## config.mk

```make
export PLATFORM = sky130hd
export DESIGN_NAME = mpx_header_parser
export DESIGN_NICKNAME = d
export VERILOG_FILES = /design/src/mpxp_pkg.sv /design/src/mpxp_parser.sv /design/src/mpxp_out_fifo.sv /design/src/mpx_header_parser.sv
export SDC_FILE = /design/constraint.sdc
export NUM_CORES = 1
export LEC_CHECK = 0
export BUFFER_PORTS_ARGS = -buffer_cell sky130_fd_sc_hd__buf_2
export CAP_MARGIN = 0
export CORE_ASPECT_RATIO = 1.5
export CORE_MARGIN = 5
export CORE_UTILIZATION = 56
export CTS_CLUSTER_DIAMETER = 40
export DETAILED_ROUTE_END_ITERATION = 8
export HOLD_SLACK_MARGIN = 0.06
export PLACE_DENSITY_LB_ADDON = 0.1
export SLEW_MARGIN = 10
export SYNTH_ARGS = -nofsm -noshare
export SYNTH_HDL_FRONTEND = slang
export SYNTH_SLANG_ARGS = --single-unit
```

## constraint.sdc

```tcl
create_clock -name clk -period 4.16 [get_ports clk]
set_clock_uncertainty 0.1 [all_clocks]
set_input_delay 0.208 -clock clk [delete_from_list [all_inputs] [get_ports clk]]
set_output_delay 0.208 -clock clk [all_outputs]
set_load 0.005 [all_outputs]
```

## src/mpxp_pkg.sv

```systemverilog
// Shared constants and the result record type of the multiplexing header parser.
`timescale 1ns / 1ps

package mpxp_pkg;

  // Width of the saturating payload byte counter.
  localparam int LENGTH_BITS = 16;

  // Width of the payload_length result field.
  localparam int PAY_LEN_W = 16;

  // Depth of the result queue; must be a power of two.
  localparam int FIFO_DEPTH = 4;

  // Control byte fields.
  localparam logic [7:0] TYPE_MASK = 8'b0000_0111;
  localparam logic [7:0] TID_MASK  = 8'b1111_1000;

  // Transfer type codes.
  localparam logic [2:0] TT_FULL       = 3'd0;
  localparam logic [2:0] TT_FULL_SMALL = 3'd1;
  localparam logic [2:0] TT_FRAG       = 3'd2;
  localparam logic [2:0] TT_FRAG_LAST  = 3'd4;
  localparam logic [2:0] TT_ABORT      = 3'd6;

  // Result kinds.
  localparam logic KIND_PAYLOAD = 1'b0;
  localparam logic KIND_SUMMARY = 1'b1;

  typedef struct packed {
    logic                 item_kind;
    logic [7:0]           payload_byte;
    logic [2:0]           xfer_type;
    logic [4:0]           trans_id;
    logic [7:0]           frag_no;
    logic [15:0]          total_size;
    logic [15:0]          mux_ident;
    logic [PAY_LEN_W-1:0] payload_length;
    logic                 parse_ok;
    logic                 final_item;
  } result_t;

endpackage

```

## src/mpxp_parser.sv

```systemverilog
// Header phase tracker that turns one byte into up to two result records.
`timescale 1ns / 1ps

module mpxp_parser (
  input  logic              clk,
  input  logic              rst,
  input  logic              fire,
  input  logic [7:0]        data_byte,
  input  logic              last_byte,
  output logic              pay_valid,
  output logic              sum_valid,
  output mpxp_pkg::result_t pay_res,
  output mpxp_pkg::result_t sum_res
);

  localparam logic [2:0] PH_CTRL    = 3'd0;
  localparam logic [2:0] PH_FRAG    = 3'd1;
  localparam logic [2:0] PH_TOT_LO  = 3'd2;
  localparam logic [2:0] PH_TOT_HI  = 3'd3;
  localparam logic [2:0] PH_MUX_LO  = 3'd4;
  localparam logic [2:0] PH_MUX_HI  = 3'd5;
  localparam logic [2:0] PH_PAYLOAD = 3'd6;
  localparam logic [2:0] PH_DISCARD = 3'd7;

  localparam logic [32:0] LEN_MAX = 33'((64'd1 << mpxp_pkg::PAY_LEN_W) - 64'd1);

  logic [2:0]                       phase, phase_next;
  logic [2:0]                       saw_type, saw_type_next;
  logic [4:0]                       saw_transaction, saw_transaction_next;
  logic [7:0]                       saw_fragment, saw_fragment_next;
  logic [15:0]                      saw_total, saw_total_next;
  logic [15:0]                      saw_mux, saw_mux_next;
  logic                             need_mux, need_mux_next;
  logic [mpxp_pkg::LENGTH_BITS-1:0] payload_count, payload_count_next;
  logic                             error_seen, error_seen_next;

  // Values after this byte's header step, before the end-of-element cleanup.
  logic [2:0]                       ph_mid;
  logic [2:0]                       type_mid;
  logic [4:0]                       tid_mid;
  logic [7:0]                       frag_mid;
  logic [15:0]                      tot_mid;
  logic [15:0]                      mux_mid;
  logic                             need_mid;
  logic [mpxp_pkg::LENGTH_BITS-1:0] cnt_mid;
  logic                             err_mid;
  logic                             header_due;
  logic [32:0]                      cnt_ext;

  always_comb begin
    ph_mid    = phase;
    type_mid  = saw_type;
    tid_mid   = saw_transaction;
    frag_mid  = saw_fragment;
    tot_mid   = saw_total;
    mux_mid   = saw_mux;
    need_mid  = need_mux;
    cnt_mid   = payload_count;
    err_mid   = error_seen;
    pay_valid = 1'b0;

    unique case (phase)
      PH_CTRL: begin
        type_mid = data_byte[2:0] & mpxp_pkg::TYPE_MASK[2:0];
        tid_mid  = 5'((data_byte & mpxp_pkg::TID_MASK) >> 3);
        unique case (type_mid)
          mpxp_pkg::TT_FULL:       ph_mid = PH_MUX_LO;
          mpxp_pkg::TT_FULL_SMALL: ph_mid = PH_PAYLOAD;
          mpxp_pkg::TT_FRAG,
          mpxp_pkg::TT_FRAG_LAST:  ph_mid = PH_FRAG;
          mpxp_pkg::TT_ABORT: begin
            need_mid = 1'b0;
            ph_mid   = last_byte ? PH_PAYLOAD : PH_TOT_LO;
          end
          default: begin
            err_mid = 1'b1;
            ph_mid  = PH_DISCARD;
          end
        endcase
      end
      PH_FRAG: begin
        frag_mid = data_byte;
        if (data_byte == 8'd0) begin
          need_mid = 1'b1;
          ph_mid   = PH_TOT_LO;
        end else begin
          ph_mid = PH_PAYLOAD;
        end
      end
      PH_TOT_LO: begin
        tot_mid = {8'd0, data_byte};
        ph_mid  = PH_TOT_HI;
      end
      PH_TOT_HI: begin
        tot_mid = {data_byte, saw_total[7:0]};
        ph_mid  = need_mux ? PH_MUX_LO : PH_PAYLOAD;
      end
      PH_MUX_LO: begin
        mux_mid = {8'd0, data_byte};
        ph_mid  = PH_MUX_HI;
      end
      PH_MUX_HI: begin
        mux_mid = {data_byte, saw_mux[7:0]};
        ph_mid  = PH_PAYLOAD;
      end
      PH_PAYLOAD: begin
        pay_valid = 1'b1;
        if (payload_count != '1) begin
          cnt_mid = payload_count + 1'b1;
        end
      end
      default: begin
      end
    endcase
  end

  assign header_due = (ph_mid != PH_PAYLOAD) && (ph_mid != PH_DISCARD);
  assign cnt_ext    = 33'(cnt_mid);
  assign sum_valid  = last_byte;

  always_comb begin
    pay_res              = '0;
    pay_res.item_kind    = mpxp_pkg::KIND_PAYLOAD;
    pay_res.payload_byte = data_byte;

    sum_res                = '0;
    sum_res.item_kind      = mpxp_pkg::KIND_SUMMARY;
    sum_res.xfer_type      = type_mid;
    sum_res.trans_id       = tid_mid;
    sum_res.frag_no        = frag_mid;
    // A 16-bit field with only its low byte seen reads as zero.
    sum_res.total_size     = (ph_mid == PH_TOT_HI) ? 16'd0 : tot_mid;
    sum_res.mux_ident      = (ph_mid == PH_MUX_HI) ? 16'd0 : mux_mid;
    sum_res.payload_length = (cnt_ext > LEN_MAX) ? LEN_MAX[mpxp_pkg::PAY_LEN_W-1:0]
                                                 : cnt_ext[mpxp_pkg::PAY_LEN_W-1:0];
    sum_res.parse_ok       = !(err_mid || header_due);
    sum_res.final_item     = 1'b1;
  end

  always_comb begin
    if (last_byte) begin
      phase_next           = PH_CTRL;
      saw_type_next        = '0;
      saw_transaction_next = '0;
      saw_fragment_next    = '0;
      saw_total_next       = '0;
      saw_mux_next         = '0;
      need_mux_next        = 1'b0;
      payload_count_next   = '0;
      error_seen_next      = 1'b0;
    end else begin
      phase_next           = ph_mid;
      saw_type_next        = type_mid;
      saw_transaction_next = tid_mid;
      saw_fragment_next    = frag_mid;
      saw_total_next       = tot_mid;
      saw_mux_next         = mux_mid;
      need_mux_next        = need_mid;
      payload_count_next   = cnt_mid;
      error_seen_next      = err_mid;
    end
  end

  always_ff @(posedge clk) begin
    if (rst) begin
      phase           <= PH_CTRL;
      saw_type        <= '0;
      saw_transaction <= '0;
      saw_fragment    <= '0;
      saw_total       <= '0;
      saw_mux         <= '0;
      need_mux        <= 1'b0;
      payload_count   <= '0;
      error_seen      <= 1'b0;
    end else if (fire) begin
      phase           <= phase_next;
      saw_type        <= saw_type_next;
      saw_transaction <= saw_transaction_next;
      saw_fragment    <= saw_fragment_next;
      saw_total       <= saw_total_next;
      saw_mux         <= saw_mux_next;
      need_mux        <= need_mux_next;
      payload_count   <= payload_count_next;
      error_seen      <= error_seen_next;
    end
  end

endmodule

```

## src/mpxp_out_fifo.sv

```systemverilog
// Queue taking up to two results a cycle and giving one unless stalled.
`timescale 1ns / 1ps

module mpxp_out_fifo (
  input  logic              clk,
  input  logic              rst,
  input  logic              push0,
  input  logic              push1,
  input  mpxp_pkg::result_t data0,
  input  mpxp_pkg::result_t data1,
  output logic              room_two,
  output logic              res_valid,
  input  logic              res_stall,
  output mpxp_pkg::result_t head
);

  localparam int AW = $clog2(mpxp_pkg::FIFO_DEPTH);
  localparam int CW = $clog2(mpxp_pkg::FIFO_DEPTH + 1);

  mpxp_pkg::result_t entries [mpxp_pkg::FIFO_DEPTH];

  logic [AW-1:0] wr_ptr, wr_ptr_next;
  logic [AW-1:0] rd_ptr, rd_ptr_next;
  logic [CW-1:0] count, count_next;
  logic [AW-1:0] wr_ptr_plus1;
  logic          pop;
  logic [1:0]    n_push;

  assign pop          = res_valid && !res_stall;
  assign n_push       = {1'b0, push0} + {1'b0, push0 && push1};
  assign wr_ptr_plus1 = AW'(wr_ptr + 1'b1);
  assign wr_ptr_next  = AW'(wr_ptr + AW'(n_push));
  assign rd_ptr_next  = pop ? AW'(rd_ptr + 1'b1) : rd_ptr;
  assign count_next   = CW'(count + CW'(n_push) - CW'(pop));
  assign room_two     = count <= CW'(mpxp_pkg::FIFO_DEPTH - 2);
  assign res_valid    = count != '0;
  assign head         = entries[rd_ptr];

  always_ff @(posedge clk) begin
    if (rst) begin
      wr_ptr <= '0;
      rd_ptr <= '0;
      count  <= '0;
    end else begin
      wr_ptr <= wr_ptr_next;
      rd_ptr <= rd_ptr_next;
      count  <= count_next;
    end
  end

  always_ff @(posedge clk) begin
    if (push0) begin
      entries[wr_ptr] <= data0;
    end
    if (push0 && push1) begin
      entries[wr_ptr_plus1] <= data1;
    end
  end

endmodule

```

## src/mpx_header_parser.sv

```systemverilog
// Top level of the multiplexing information element header parser.
`timescale 1ns / 1ps

//  Channel  | Handshake              | Fields
//  ---------+------------------------+------------------------------------------
//  byte in  | byte_valid, byte_stall | data_byte, last_byte
//  result   | res_valid, res_stall   | item_kind, payload_byte, xfer_type,
//           |                        | trans_id, frag_no,
//           |                        | total_size, mux_ident,
//           |                        | payload_length, parse_ok, final_item
//
// One byte is taken per cycle while byte_stall is low. A byte waits in the input
// register until the queue has room for two items; the phase logic then turns it
// into zero, one or two result items written to a four-entry result queue, so its
// results are offered from the queue. The result port drains one item per cycle
// while res_stall is low; a byte that ends the element with a payload byte yields
// two items. Reset is synchronous and clears the phase state, the input register and
// the queue. A stall on the result side fills the queue and then stalls the input.

module mpx_header_parser (
  input  logic        clk,
  input  logic        rst,
  input  logic        byte_valid,
  output logic        byte_stall,
  input  logic [7:0]  data_byte,
  input  logic        last_byte,
  output logic        res_valid,
  input  logic        res_stall,
  output logic        item_kind,
  output logic [7:0]  payload_byte,
  output logic [2:0]  xfer_type,
  output logic [4:0]  trans_id,
  output logic [7:0]  frag_no,
  output logic [15:0] total_size,
  output logic [15:0] mux_ident,
  output logic [mpxp_pkg::PAY_LEN_W-1:0] payload_length,
  output logic        parse_ok,
  output logic        final_item
);

  // Input register.
  logic       hold_valid;
  logic [7:0] hold_byte;
  logic       hold_last;

  logic              fire;
  logic              room_two;
  logic              byte_take;
  logic              pay_valid;
  logic              sum_valid;
  mpxp_pkg::result_t pay_res;
  mpxp_pkg::result_t sum_res;
  logic              push0;
  logic              push1;
  mpxp_pkg::result_t data0;
  mpxp_pkg::result_t head;

  // The held byte is worked on once the queue has room for both of its results.
  assign fire       = hold_valid && room_two;
  assign byte_stall = hold_valid && !fire;
  assign byte_take  = byte_valid && !byte_stall;

  always_ff @(posedge clk) begin
    if (rst) begin
      hold_valid <= 1'b0;
    end else if (byte_take) begin
      hold_valid <= 1'b1;
    end else if (fire) begin
      hold_valid <= 1'b0;
    end
  end

  always_ff @(posedge clk) begin
    if (byte_take) begin
      hold_byte <= data_byte;
      hold_last <= last_byte;
    end
  end

  mpxp_parser u_parser (
    .clk       (clk),
    .rst       (rst),
    .fire      (fire),
    .data_byte (hold_byte),
    .last_byte (hold_last),
    .pay_valid (pay_valid),
    .sum_valid (sum_valid),
    .pay_res   (pay_res),
    .sum_res   (sum_res)
  );

  // A payload item always goes ahead of the summary of the same byte.
  assign push0 = fire && (pay_valid || sum_valid);
  assign push1 = fire && pay_valid && sum_valid;
  assign data0 = pay_valid ? pay_res : sum_res;

  mpxp_out_fifo u_out_fifo (
    .clk       (clk),
    .rst       (rst),
    .push0     (push0),
    .push1     (push1),
    .data0     (data0),
    .data1     (sum_res),
    .room_two  (room_two),
    .res_valid (res_valid),
    .res_stall (res_stall),
    .head      (head)
  );

  assign item_kind      = head.item_kind;
  assign payload_byte   = head.payload_byte;
  assign xfer_type      = head.xfer_type;
  assign trans_id       = head.trans_id;
  assign frag_no        = head.frag_no;
  assign total_size     = head.total_size;
  assign mux_ident      = head.mux_ident;
  assign payload_length = head.payload_length;
  assign parse_ok       = head.parse_ok;
  assign final_item     = head.final_item;

endmodule

```

==> results.cfg <==
[timing]
whs_ns = 0.287
slew_headroom_pct = 23.8
worst_pin_slew_ns = 1.14
fin_tns_setup_ns = 0
setup_viol = 0
max_freq_ghz = 0.302
period_share_pct = 79.5
rsz0062_at_grt = no
slew_viol_final = 0
finalHoldViolCount = 0
min_period_ns = 3.31

[die]
die_w_microns = 153
start_util_pct = 56.9
die-area_sq_mm = 0.0345
rows = 78
core_sq_mm = 0.0304
die_h_microns = 225
boundaryPins = 90

[synthesis]
synth_area_per_cell_sq_um = 11.7
ys_ff_latch = 384
synth_seq_area_share_pct = 60.1
synth_top_area_share_pct = 46.8
synth.largest_area_cell = edfxtp_1
synth_area_leaders = edfxtp_1, dfxtp_1, mux4_2
synth_warnings = 0
syn_nets = 1497
ys_types = 65
ys.flop_type = edfxtp_1
synth_edf_count = 269
syn_inst = 1478
async_reset_ff_share_pct = 0
synth_area_sq_mm = 0.0173

[power]
combPwrFrac_pct = 16.3
switching_power_mw = 2.47
seqPwrFrac_pct = 46.5
power_leakage_nw = 6.46
power_density_mw_per_mm2 = 482
netSwitchingFraction_pct = 26.2
p_int_mw = 6.96
peakVddDrop_mv = 0.377
p_clk_share_pct = 37.1

[final_layout]
final_layout_size_suffix_gt1_share_pct = 18.7
diodes = 0
syn2layout_area_growth_pct = 13.4
layout_commonest_cell = nor2_1
nFillCells = 2385
final_nets = 1565
layout_common_cells = nor2_1, edfxtp_1, nand2_1

[clocking]
cts_tree = built
htree_levels = 2
root_buffer = clkbuf_16
cts_buffer_depth = 3
post-cts-setup-buffers = 0
cts_made_buffers = 39
clkTransAtPathRegs_ns = 0.06
cts_sinks = 384
clk_latency_ns = 0.53

[placed_design]
gp_congestion = 0.928
port-buffer-count = 89
dpl.hpwl_mm = 29.5

[global_route]
gr-total-overflow = 0
grt_antenna_before_repair = 0
grt_max_degree = 53
grt_pass1_wl_mm = 71.7
grt_pass1_vias = 12472
track_usage_pct = 26.6

[route]
totalWireLength_mm = 46.0
drt-initial-drc-count = 1221
vias = 12292
firstDrtPassIters = 6
ant_nets = 0
avgViaCountPerCell = 6.22
routedWlPerCell_microns = 23.3
drc = 0

[status]
outcome = completed

[worst_setup_path]
start_kind = register
critPathKind = register to register
critPathArrivalTime_ns = 3.43
crit_fanout = 41
endpoint_kind = register
cp.required_ns = 4.28

[job]
max-cap-violations = 0

[min_path]
hold_class = primary input to register
timing repair:
action	CTS	global route
hold endpoints to repair	27	0
resized for setup	0	0
endpoints found under the setup margin	0	0
hold buffers	12	0
area by class of cell:
| class | instances | area [sq um] | area share, % |
|---|---|---|---|
| sequential | 384 | 10400 | 53.1 |
| clock inverter | 11 | 86.3 | 0.441 |
| multi-input combinational | 960 | 6370 | 32.6 |
| inverter | 16 | 60.1 | 0.307 |
| clock buffer | 60 | 1200 | 6.13 |
| timing repair buffer | 145 | 971 | 4.96 |
| tap | 400 | 500 | 2.56 |
final timing paths:
check / startpoint / endpoint / slack, ns / cells after the start
min: data_byte[5] / hold_byte[5] / 0.29 / 2
min reg2reg: u_out_fifo.entries[3][0] / u_out_fifo.entries[3][0] / 0.35 / 2
max reg2reg: u_parser.phase[1] / u_out_fifo.entries[0][3] / 0.85 / 6
max: u_parser.phase[1] / u_out_fifo.entries[0][3] / 0.85 / 6
worst max-delay path, stage by stage, from the launching register on:
cell and delay, ns:
dfxtp_1 0.78, and3b_1 0.35, buf_4 0.40, nand3_1 0.20, or2_2 0.44, nand2_4 0.35, buf_4 0.32
cell families after synthesis:
kind of cell / count (synthesis) / share of synthesized area, %
AND/OR/NAND/NOR: 592 / 15.5
flip-flops: 384 / 60.1
AO/OA/AOI/OAI: 256 / 9.20
buffers and inverters: 134 / 3.21
multiplexers: 100 / 11.2
XOR/XNOR: 6 / 0.304
adder cells (fa/ha/maj): 6 / 0.478
sequential cells by signal (all words and copies together), names as in the netlist, 3 cells and up, named ones only:
register / count
u_parser.saw_fragment: 8
u_parser.saw_transaction: 5
u_parser.phase: 3
u_out_fifo.count: 3
u_parser.saw_mux: 16
u_out_fifo.entries: 296
hold_byte: 8
u_parser.payload_count: 16
u_parser.saw_type: 3
u_parser.saw_total: 16
synth_stat cells, types with 6 or more instances:
cell type	n
nor2_1	277
o21ai_0	29
a22oi_1	19
a21oi_1	106
clkbuf_1	75
nand2b_1	11
edfxtp_1	269
o22ai_1	7
buf_2	32
or2_2	7
a31oi_1	34
a22o_1	9
a2bb2oi_1	10
nand2_1	122
nor2b_1	6
a21o_1	9
buf_1	9
mux2i_1	25
dfxtp_1	115
or3_1	11
nand3_1	62
and3_1	22
inv_1	15
nor3_1	19
mux4_2	74
and2_1	23
power groups by stage:
stage / logic (mW) / registers (mW) / clock network (mW)
6_report: 1.54 / 4.39 / 3.50
3_3_place_gp: 1.55 / 4.47 / 0
5_1_grt: 1.67 / 4.41 / 3.71
2_1_floorplan: 1.11 / 4.30 / 0
3_5_place_dp: 1.55 / 4.48 / 0
4_1_cts: 1.57 / 4.39 / 3.55
layer usage:
metal,track usage (%),share of wire [%]
met5,0,0
met4,12.7,4.8
met3,4.11,6.3
met2,47.1,51
met1,32.0,38
through the flow:
| step | power [mW] | std cells | util, % | setup WS (ns) | cell area, sq um |
|---|---|---|---|---|---|
| after floorplan | 5.40 | 1478 | - | 0.756 | 17300 |
| after global placement | 6.02 | 1893 | 59.9 | 1.04 | 18200 |
| after detailed placement | 6.03 | 1893 | 59.9 | 0.943 | 18200 |
| after CTS | 9.51 | 1976 | 64.5 | 0.919 | 19600 |
| after global routing | 9.80 | 1976 | 64.5 | 0.681 | 19600 |
| final | 9.43 | 1976 | 64.5 | 0.852 | 19600 |
(Power assumes the default switching activity.)
